### src/dpsm_pkg.sv
// Shared types, constants and status encoding for the drive power state machine.
package dpsm_pkg;

   typedef enum logic [2:0] {
      ST_NOT_READY = 3'd0,
      ST_DISABLED  = 3'd1,
      ST_READY     = 3'd2,
      ST_ON        = 3'd3,
      ST_ENABLED   = 3'd4,
      ST_QSTOP     = 3'd5,
      ST_REACTION  = 3'd6,
      ST_FAULT     = 3'd7
   } drive_state_type;

   localparam logic [15:0]       STATUS_TARGET_REACHED = 16'h0400;
   localparam logic [15:0]       STATUS_HOMING_DONE    = 16'h1000;
   localparam logic signed [7:0] MODE_HOMING           = 8'sd6;
   localparam int                CW_FAULT_RESET_BIT    = 7;

   typedef struct packed {
      logic [15:0]       control_word;
      logic signed [7:0] mode_active;
      logic signed [7:0] mode_wanted;
      logic              homing_done;
      logic              fault_trigger;
      logic [15:0]       fault_code;
   } req_item_type;

   typedef struct packed {
      drive_state_type state;
      logic [15:0]     error_value;
      logic            reset_bit_last;
   } drive_ctx_type;

   function automatic logic [15:0] base_status(input drive_state_type s);
      logic [15:0] sw;
      case (s)
         ST_NOT_READY: sw = 16'h0000;
         ST_DISABLED:  sw = 16'h0040;
         ST_READY:     sw = 16'h0021;
         ST_ON:        sw = 16'h0023;
         ST_ENABLED:   sw = 16'h0027;
         ST_QSTOP:     sw = 16'h0007;
         ST_REACTION:  sw = 16'h000F;
         ST_FAULT:     sw = 16'h0008;
         default:      sw = 16'h0000;
      endcase
      return sw;
   endfunction

endpackage

### src/dpsm_step.sv
// Next-state, error register and status word logic for one control word.
module dpsm_step
   import dpsm_pkg::*;
(
   input  req_item_type  item,
   input  drive_ctx_type ctx,
   output drive_ctx_type ctx_next,
   output logic [15:0]   status_word
);

   logic [15:0]     cw;
   logic            reset_bit;
   drive_state_type cw_state;

   assign cw        = item.control_word;
   assign reset_bit = cw[CW_FAULT_RESET_BIT];

   always_comb begin
      cw_state = ctx.state;
      case (ctx.state)
         ST_NOT_READY: cw_state = ST_DISABLED;
         ST_DISABLED: begin
            if (cw[2:0] == 3'b110) cw_state = ST_READY;
         end
         ST_READY: begin
            if (cw[2:0] == 3'b111) cw_state = ST_ON;
            else if (!cw[1]) cw_state = ST_DISABLED;
         end
         ST_ON: begin
            if (cw[3:0] == 4'b1111) cw_state = ST_ENABLED;
            else if (cw[2:0] == 3'b110) cw_state = ST_READY;
            else if (!cw[1]) cw_state = ST_DISABLED;
         end
         ST_ENABLED: begin
            if (!cw[2]) cw_state = ST_QSTOP;
            else if (!cw[3]) cw_state = ST_ON;
            else if (cw[2:0] == 3'b110) cw_state = ST_READY;
            else if (!cw[1]) cw_state = ST_DISABLED;
         end
         ST_QSTOP: begin
            if (cw[3:0] == 4'b1111) cw_state = ST_ENABLED;
            else if (!cw[1]) cw_state = ST_DISABLED;
         end
         ST_REACTION: cw_state = ST_FAULT;
         ST_FAULT: begin
            if (reset_bit && !ctx.reset_bit_last) cw_state = ST_DISABLED;
         end
         default: cw_state = ctx.state;
      endcase
   end

   always_comb begin
      ctx_next = ctx;
      if (item.fault_trigger && ctx.state != ST_REACTION && ctx.state != ST_FAULT) begin
         ctx_next.state       = ST_REACTION;
         ctx_next.error_value = item.fault_code;
      end else begin
         ctx_next.state = cw_state;
         if (ctx.state == ST_FAULT) begin
            ctx_next.reset_bit_last = reset_bit;
            if (reset_bit && !ctx.reset_bit_last) ctx_next.error_value = 16'h0000;
         end
      end
   end

   always_comb begin
      status_word = base_status(ctx_next.state);
      if (item.mode_active == item.mode_wanted) status_word = status_word | STATUS_TARGET_REACHED;
      if (item.homing_done && item.mode_active == MODE_HOMING) begin
         status_word = status_word | STATUS_HOMING_DONE;
      end
   end

endmodule

### src/drive_power_state_machine.sv
// Top level of the drive power state machine: input register, step logic, result register.
//
// Usage: each transfer on the req_ channel carries one control word together with the
// active and wanted modes, the homing flag and a fault request with its error code.
// Every accepted transfer yields exactly one transfer on the rsp_ channel with the
// status word, the new state code and the stored error value.
// An accepted item moves from the input register through the step logic into the result
// register; throughput is one item per cycle unless the result is stalled. The state, error
// and edge registers are loaded together with the result register and drive its outputs.
// When the receiver asserts rsp_stall, the result register holds its contents and
// the input register can still take one more item; req_stall rises only when both
// registers are full and the result is stalled.
// A synchronous reset empties both registers and puts the drive in the not ready to
// switch on state with a cleared error register and fault-reset edge register.
module drive_power_state_machine
   import dpsm_pkg::*;
(
   input  logic              clock,
   input  logic              reset,
   input  logic              req_valid,
   output logic              req_stall,
   input  logic [15:0]       req_control_word,
   input  logic signed [7:0] req_mode_active,
   input  logic signed [7:0] req_mode_wanted,
   input  logic              req_homing_done,
   input  logic              req_fault_trigger,
   input  logic [15:0]       req_fault_code,
   output logic              rsp_valid,
   input  logic              rsp_stall,
   output logic [15:0]       rsp_status_word,
   output logic [2:0]        rsp_state_code,
   output logic [15:0]       rsp_error_value
);

   logic          in_valid_ff;
   req_item_type  in_item_ff;
   logic          out_valid_ff;
   logic [15:0]   out_status_ff;
   drive_ctx_type ctx_ff;
   drive_ctx_type ctx_in;
   logic [15:0]   status_in;
   logic          advance;
   logic          req_take;

   assign advance   = in_valid_ff && (!out_valid_ff || !rsp_stall);
   assign req_stall = in_valid_ff && !advance;
   assign req_take  = req_valid && !req_stall;

   dpsm_step u_step (
      .item        (in_item_ff),
      .ctx         (ctx_ff),
      .ctx_next    (ctx_in),
      .status_word (status_in)
   );

   always_ff @(posedge clock) begin
      if (reset) begin
         in_valid_ff  <= 1'b0;
         out_valid_ff <= 1'b0;
         ctx_ff       <= '{state: ST_NOT_READY, error_value: 16'h0000, reset_bit_last: 1'b0};
      end else begin
         if (req_take) in_valid_ff <= 1'b1;
         else if (advance) in_valid_ff <= 1'b0;
         if (advance) begin
            out_valid_ff <= 1'b1;
            ctx_ff       <= ctx_in;
         end else if (!rsp_stall) begin
            out_valid_ff <= 1'b0;
         end
      end
   end

   always_ff @(posedge clock) begin
      if (req_take) begin
         in_item_ff.control_word  <= req_control_word;
         in_item_ff.mode_active   <= req_mode_active;
         in_item_ff.mode_wanted   <= req_mode_wanted;
         in_item_ff.homing_done   <= req_homing_done;
         in_item_ff.fault_trigger <= req_fault_trigger;
         in_item_ff.fault_code    <= req_fault_code;
      end
      if (advance) out_status_ff <= status_in;
   end

   assign rsp_valid       = out_valid_ff;
   assign rsp_status_word = out_status_ff;
   assign rsp_state_code  = ctx_ff.state;
   assign rsp_error_value = ctx_ff.error_value;

endmodule

### config.mk
export PLATFORM = sky130hd
export DESIGN_NAME = drive_power_state_machine
export DESIGN_NICKNAME = d
export VERILOG_FILES = /design/src/dpsm_pkg.sv /design/src/dpsm_step.sv /design/src/drive_power_state_machine.sv
export SDC_FILE = /design/constraint.sdc
export NUM_CORES = 1
export LEC_CHECK = 0
export BUFFER_PORTS_ARGS = -buffer_cell sky130_fd_sc_hd__buf_2
export CORE_AREA = 2 2 88 90
export DETAILED_ROUTE_END_ITERATION = 12
export DIE_AREA = 0 0 90 92
export SYNTH_ARGS = -nofsm -noshare
export SYNTH_HDL_FRONTEND = slang
export SYNTH_SLANG_ARGS = --single-unit
### constraint.sdc
create_clock -name clock -period 4.5 [get_ports clock]
set_clock_uncertainty 0.15 [all_clocks]
set_input_delay 0.9 -clock clock [delete_from_list [all_inputs] [get_ports clock]]
set_output_delay 0.9 -clock clock [all_outputs]
set_load 0.05 [all_outputs]
# Word-level counts from Yosys, hierarchy flattened
# Memory sizes are Yosys's and may differ from the RTL's.
# Index checks and enable logic that the tools add are counted.
dict set report word_totals {
  n_memories 1
  regBits 80
  out_inout_bits 37
  mem_bits_ro 48
}
# name words word_bits read_ports rd_clocked_by_memory_dff write_ports line
set mem_list {}
lappend mem_list {{(name not given)} 8 6 1 0 0 dpsm_pkg.sv:37} ;# case (s)
dict set report classes {
  n_reduce_logical 19
  bitwise_logic 1
  eq_ne 15
  muxes 18
}
# cell count
set op_table {}
lappend op_table {{3-bit two-way mux} 9}
lappend op_table {{3-bit one-hot mux with 8 select lines} 1}
lappend op_table {{19-bit two-way mux} 1}
lappend op_table {{3-bit equality test, second input constant} 6}
lappend op_table {{17-bit two-way mux} 1}
lappend op_table {{16-bit two-way mux} 1}
lappend op_table {{11-bit two-way mux} 1}
lappend op_table {{8-bit by 4-bit equality test with 1-bit output, second input constant} 1}
lappend op_table {{8-bit equality test} 1}
lappend op_table {{1-bit logical AND} 7}
lappend op_table {{3-bit by 2-bit equality test with 1-bit output, second input constant} 2}
lappend op_table {{3-bit != test, second input constant} 2}
lappend op_table {{3-bit AND reduction} 2}
lappend op_table {{2-bit nonzero test} 3}
lappend op_table {{1-bit zero test} 5}
lappend op_table {{4-bit equality test, second input constant} 1}
lappend op_table {{1-bit two-way mux} 4}
lappend op_table {{3-bit by 1-bit equality test with 1-bit output, second input constant} 1}
lappend op_table {{3-bit zero test} 1}
lappend op_table {{2-bit by 1-bit != test with 1-bit output, second input constant} 1}
lappend op_table {{1-bit logical OR} 1}
lappend op_table {{1-bit NOT} 1}

# Logic depth before layout (Yosys ltp)
dict set report depth {
  word_depth 8
  depth_mapped 7
  ltp_nobuf 5
}

# By module
# Synthesis repeated with hierarchy kept, for this count alone.
dict set report unflattened {
  hier_cells 284
  hier_area_um2 3826.2
}
# mod area_per_inst_um2 instances cells_per_inst
set modules_own_cells {}
lappend modules_own_cells {drive_power_state_machine 3109.2 1 181}
lappend modules_own_cells {dpsm_step 716.9 1 103}

# Worst setup path after synthesis
# OpenSTA, ideal clock, no wires.
dict set report synth_path {
  kind {input to register}
  start {input rsp_stall}
  end {register in_item_ff[0] (netlist bit), enable pin}
  stages 2
  t_required_ns 3.911
  path_slack_ns 0.824
  setup_time_ns 0.439
  t_arrival_ns 3.087
  path_cell_list {and3_1 > nor2b_1}
}
dict set report synth_between {
  elab_chain_cells 7
}
# element line
set synth_lines {}
lappend synth_lines {{from (decl)} drive_power_state_machine.sv:29} ;# input logic rsp_stall,
lappend synth_lines {{1-bit zero test} --}
lappend synth_lines {{1-bit logical OR} drive_power_state_machine.sv:45} ;# assign advance = in_valid_ff && (!out_valid_ff || !rsp_stall);
lappend synth_lines {{1-bit logical AND} drive_power_state_machine.sv:45}
lappend synth_lines {{1-bit zero test} drive_power_state_machine.sv:46} ;# assign req_stall = in_valid_ff && !advance;
lappend synth_lines {{1-bit logical AND} drive_power_state_machine.sv:46}
lappend synth_lines {{1-bit zero test} drive_power_state_machine.sv:47} ;# assign req_take = req_valid && !req_stall;
lappend synth_lines {{1-bit logical AND} drive_power_state_machine.sv:47}
lappend synth_lines {{via req_take} drive_power_state_machine.sv:43} ;# logic req_take;
lappend synth_lines {{to (decl)} drive_power_state_machine.sv:36} ;# req_item_type in_item_ff;
# The timed path passes the listed nets, and every way through them passes these cells.
# A chain may end at the register's enable or synchronous reset.

# Worst setup path in the final report
dict set report layout_path {
  start {input rsp_stall}
  end {output req_stall}
}
dict set report layout_between {
  elab_chain_cells 5
}
# element line
set layout_lines {}
lappend layout_lines {{1-bit zero test} --}
lappend layout_lines {{1-bit logical OR} drive_power_state_machine.sv:45}
lappend layout_lines {{1-bit logical AND} drive_power_state_machine.sv:45}
lappend layout_lines {{1-bit zero test} drive_power_state_machine.sv:46}
lappend layout_lines {{1-bit logical AND} drive_power_state_machine.sv:46}
lappend layout_lines {{to (decl)} drive_power_state_machine.sv:21} ;# output logic req_stall,
# Every way passes these cells.

==> flow_metrics.tcl <==
set metrics [dict create \
    status "finished clean" \
    die_width_um 90 \
    hold-path-cell-count 2 \
    drtAntennaViolNets 0 \
    worst_slew_pin_slew_ns 1.04 \
    cts_max_path_buffers 2 \
    nets 334 \
    dr_total_vias 1755 \
    cp_slowest_cell "buf_2" \
    fp-row-count 32 \
    ys_ff_latch 69 \
    tns_ns 0 \
    synth_cell_types 41 \
    synth.avg_cell_area_sq_um 12.5 \
    finalSetupViolCount 0 \
    crit_chain "buf_2 -> and3_1 -> buf_2" \
    firstDrtPassIters 4 \
    drv_cap 0 \
    ys_async_sr_fraction_pct 0 \
    fin_area_sq_um 3300 \
    initial_core_util_pct 38.5 \
    overflow 0 \
    rrSetupSlack_ns 2.54 \
    ctsHoldBuffers 0 \
    rsz0062_at_grt "false" \
    min_period_ns 2.62 \
    switching_power_uw 334 \
    arrival_ns 1.57 \
    hold_slack_ns 0.296 \
    regArea_sq_um 1850 \
    timing.fmax_mhz 382 \
    hp-start "rsp_error_value[0]$_SDFFE_PP0P_" \
    cp-start-kind "input pin" \
    post_cts.repair.setup_buffers 0 \
    dominantRegCellSynth "edfxtp_1" \
    layout.cells.non_filler 387 \
    synth_area_leaders "edfxtp_1, dfxtp_1, buf_4, nand3_1, a21oi_1" \
    synth_area_leader_cell "edfxtp_1" \
    power.share.clock_pct 34.0 \
    dieArea_sq_um 8280 \
    antenna_cells 0 \
    cts_buffers 9 \
    worstSetupPathType "in2out" \
    dp.cells 371 \
    grt_pass1_wl_um 7940 \
    ys_warn_count 0 \
    final_common_cell "buf_2" \
    multi_input_area_sq_um 767 \
    p_per_area_nw_per_um2 408 \
    place.gp.congestion 0.709 \
    syn_to_final_growth_pct 15.0 \
    ys_seq_area_share_pct 64.6 \
    relSlewSlack_pct 30.2 \
    worstHoldPathType "reg2reg" \
    internal_power_uw 1010 \
    ios 91 \
    rr_worst_depth 4 \
    final_cell_mix "buf_2, edfxtp_1, nand2_1, dfxtp_1, nand3_1" \
    grt_pass1_vias 1740 \
    hold_viol 0 \
    core_sq_um 7450 \
    die_h_um 92 \
    max_stage_delay_ns 0.29 \
    worst_path_most_repeated_cell "buf_2" \
    syn-cell-area_sq_um 2870 \
    n_fill_cell 721 \
    p_sw_share_pct 24.9 \
    grt_max_degree 40 \
    portBuffers 71 \
    drt_iter0_drc 70 \
    post_cts_resized 0 \
    antenna_found_initial 0 \
    cts_tree "built" \
    p_leak_uw 0.00129 \
    syn_inst 230 \
    p_comb_share_pct 11.3 \
    cp.required_ns 3.45 \
    worstSetupEndpointType "output port" \
    cp_max_fo 3 \
    ctsRootBufferMaster "clkbuf_8" \
    slew_violations 0 \
    synth_top_area_share_pct 49.2 \
    whs_endpoint "rsp_error_value[0]$_SDFFE_PP0P_" \
    synth-edff-count 47 \
    cts_sinks 69 \
    htree_num_levels 3 \
    grt_usage_pct 12.5 \
    path_clk_slew_ns 0.07 \
    rr_startpoint "in_valid_ff$_SDFFE_PP0P_" \
    place_area_sq_um 3110 \
    vias_per_cell 4.53 \
    drive_above_1_share_pct 33.3 \
    final_util_pct 44.3 \
    dpl.hpwl_um 3190 \
    min_period_over_period_pct 58.1 \
    reg2reg_to "rsp_error_value[10]$_SDFFE_PP0P_" \
    clkLatencyLatePin_ns 0.32 \
    seq_power_share_pct 54.7 \
    wl_per_cell_um 12.5 \
    irDropWorstVdd_mv 0.186 \
    postRouteWirelength_um 4830 \
    drc 0 \
]
==> cell usage after synthesis (2+ instances only) <==
cell type  count
a21o_1         3
xnor2_1        8
nand2b_1       4
nand3_1       20
dfxtp_1       22
buf_6          3
buf_4         29
nand4_1        5
nor2_1         8
nand3b_1       2
clkbuf_1       4
o21ai_0        2
buf_2          3
nand2_1       22
o22ai_1        3
edfxtp_1      47
nor2b_4        2
a21oi_1       19
inv_1          2
==> cells by family after synthesis <==
| family | count (synthesis) | synth area share, % |
|---|---|---|
| and+or+nand+nor | 72 | 13.4 |
| DFF | 69 | 64.6 |
| buffers and inverters | 41 | 10.1 |
| AOI/OAI and AO/OA | 37 | 8.64 |
| xor gates and xnor gates | 8 | 2.44 |
| muxes | 2 | 0.742 |
| other | 1 | 0.131 |
==> sequential cells by signal, indices dropped and copies added (netlist names) <==
signal and count:
ctx_ff 1, in_item_ff 39, in_valid_ff 1, rsp_error_value 16, rsp_state_code 3, rsp_status_word 8, rsp_valid 1
==> power groups by stage <==
| stage | clock network, uW | logic, uW | registers [uW] |
|---|---|---|---|
| final | 457 | 152 | 735 |
| after detailed placement | 0 | 154 | 749 |
| after floorplan | 0 | 121 | 757 |
| after global placement | 0 | 152 | 749 |
| after CTS | 477 | 155 | 735 |
| after global routing | 500 | 166 | 738 |
==> worst max path at each step <==
stage,startpoint,end,slack [ns],cells past startpoint
final,rsp_stall,req_stall,1.88,3
after global routing,rsp_stall,req_stall,1.86,3
after CTS,rsp_stall,req_stall,1.88,3
after detailed placement,rsp_stall,in_item_ff[13]$_DFFE_PP_,1.81,3
after global placement,rsp_stall,in_item_ff[5]$_DFFE_PP_,1.82,3
after floorplan,rsp_stall,in_item_ff[0]$_DFFE_PP_,0.82,2
==> final cells by class <==
type                            instances  area share [%]
Timing Repair Buffer                   71            10.8
Sequential cell                        69            56.2
Clock inverter                          3           0.531
Inverter                                2           0.228
Clock buffer                           13            5.16
Multi-Input combinational cell        127            23.3
Tap cell                              102            3.87
==> stage by stage <==
| stage | setup WS (ns) | total power, uW |
|---|---|---|
| floorplan | 0.824 | 877 |
| global placement | 1.82 | 901 |
| detailed placement | 1.81 | 903 |
| CTS | 1.88 | 1370 |
| global route | 1.86 | 1400 |
| finish | 1.88 | 1340 |
==> critical path, delay by kind of cell <==
| family | cells | cell delay (ns) |
|---|---|---|
| buf+inv | 2 | 0.42 |
| simple gates | 1 | 0.25 |
==> layer usage <==
layer  global-route usage [%]  routed length [um]
met1                     13.8                1970
met2                     21.6                2540
met3                     3.86                 262
met4                     6.67                  59
met5                        0                   0
No activity file was read; power rests on OpenSTA's default activity.
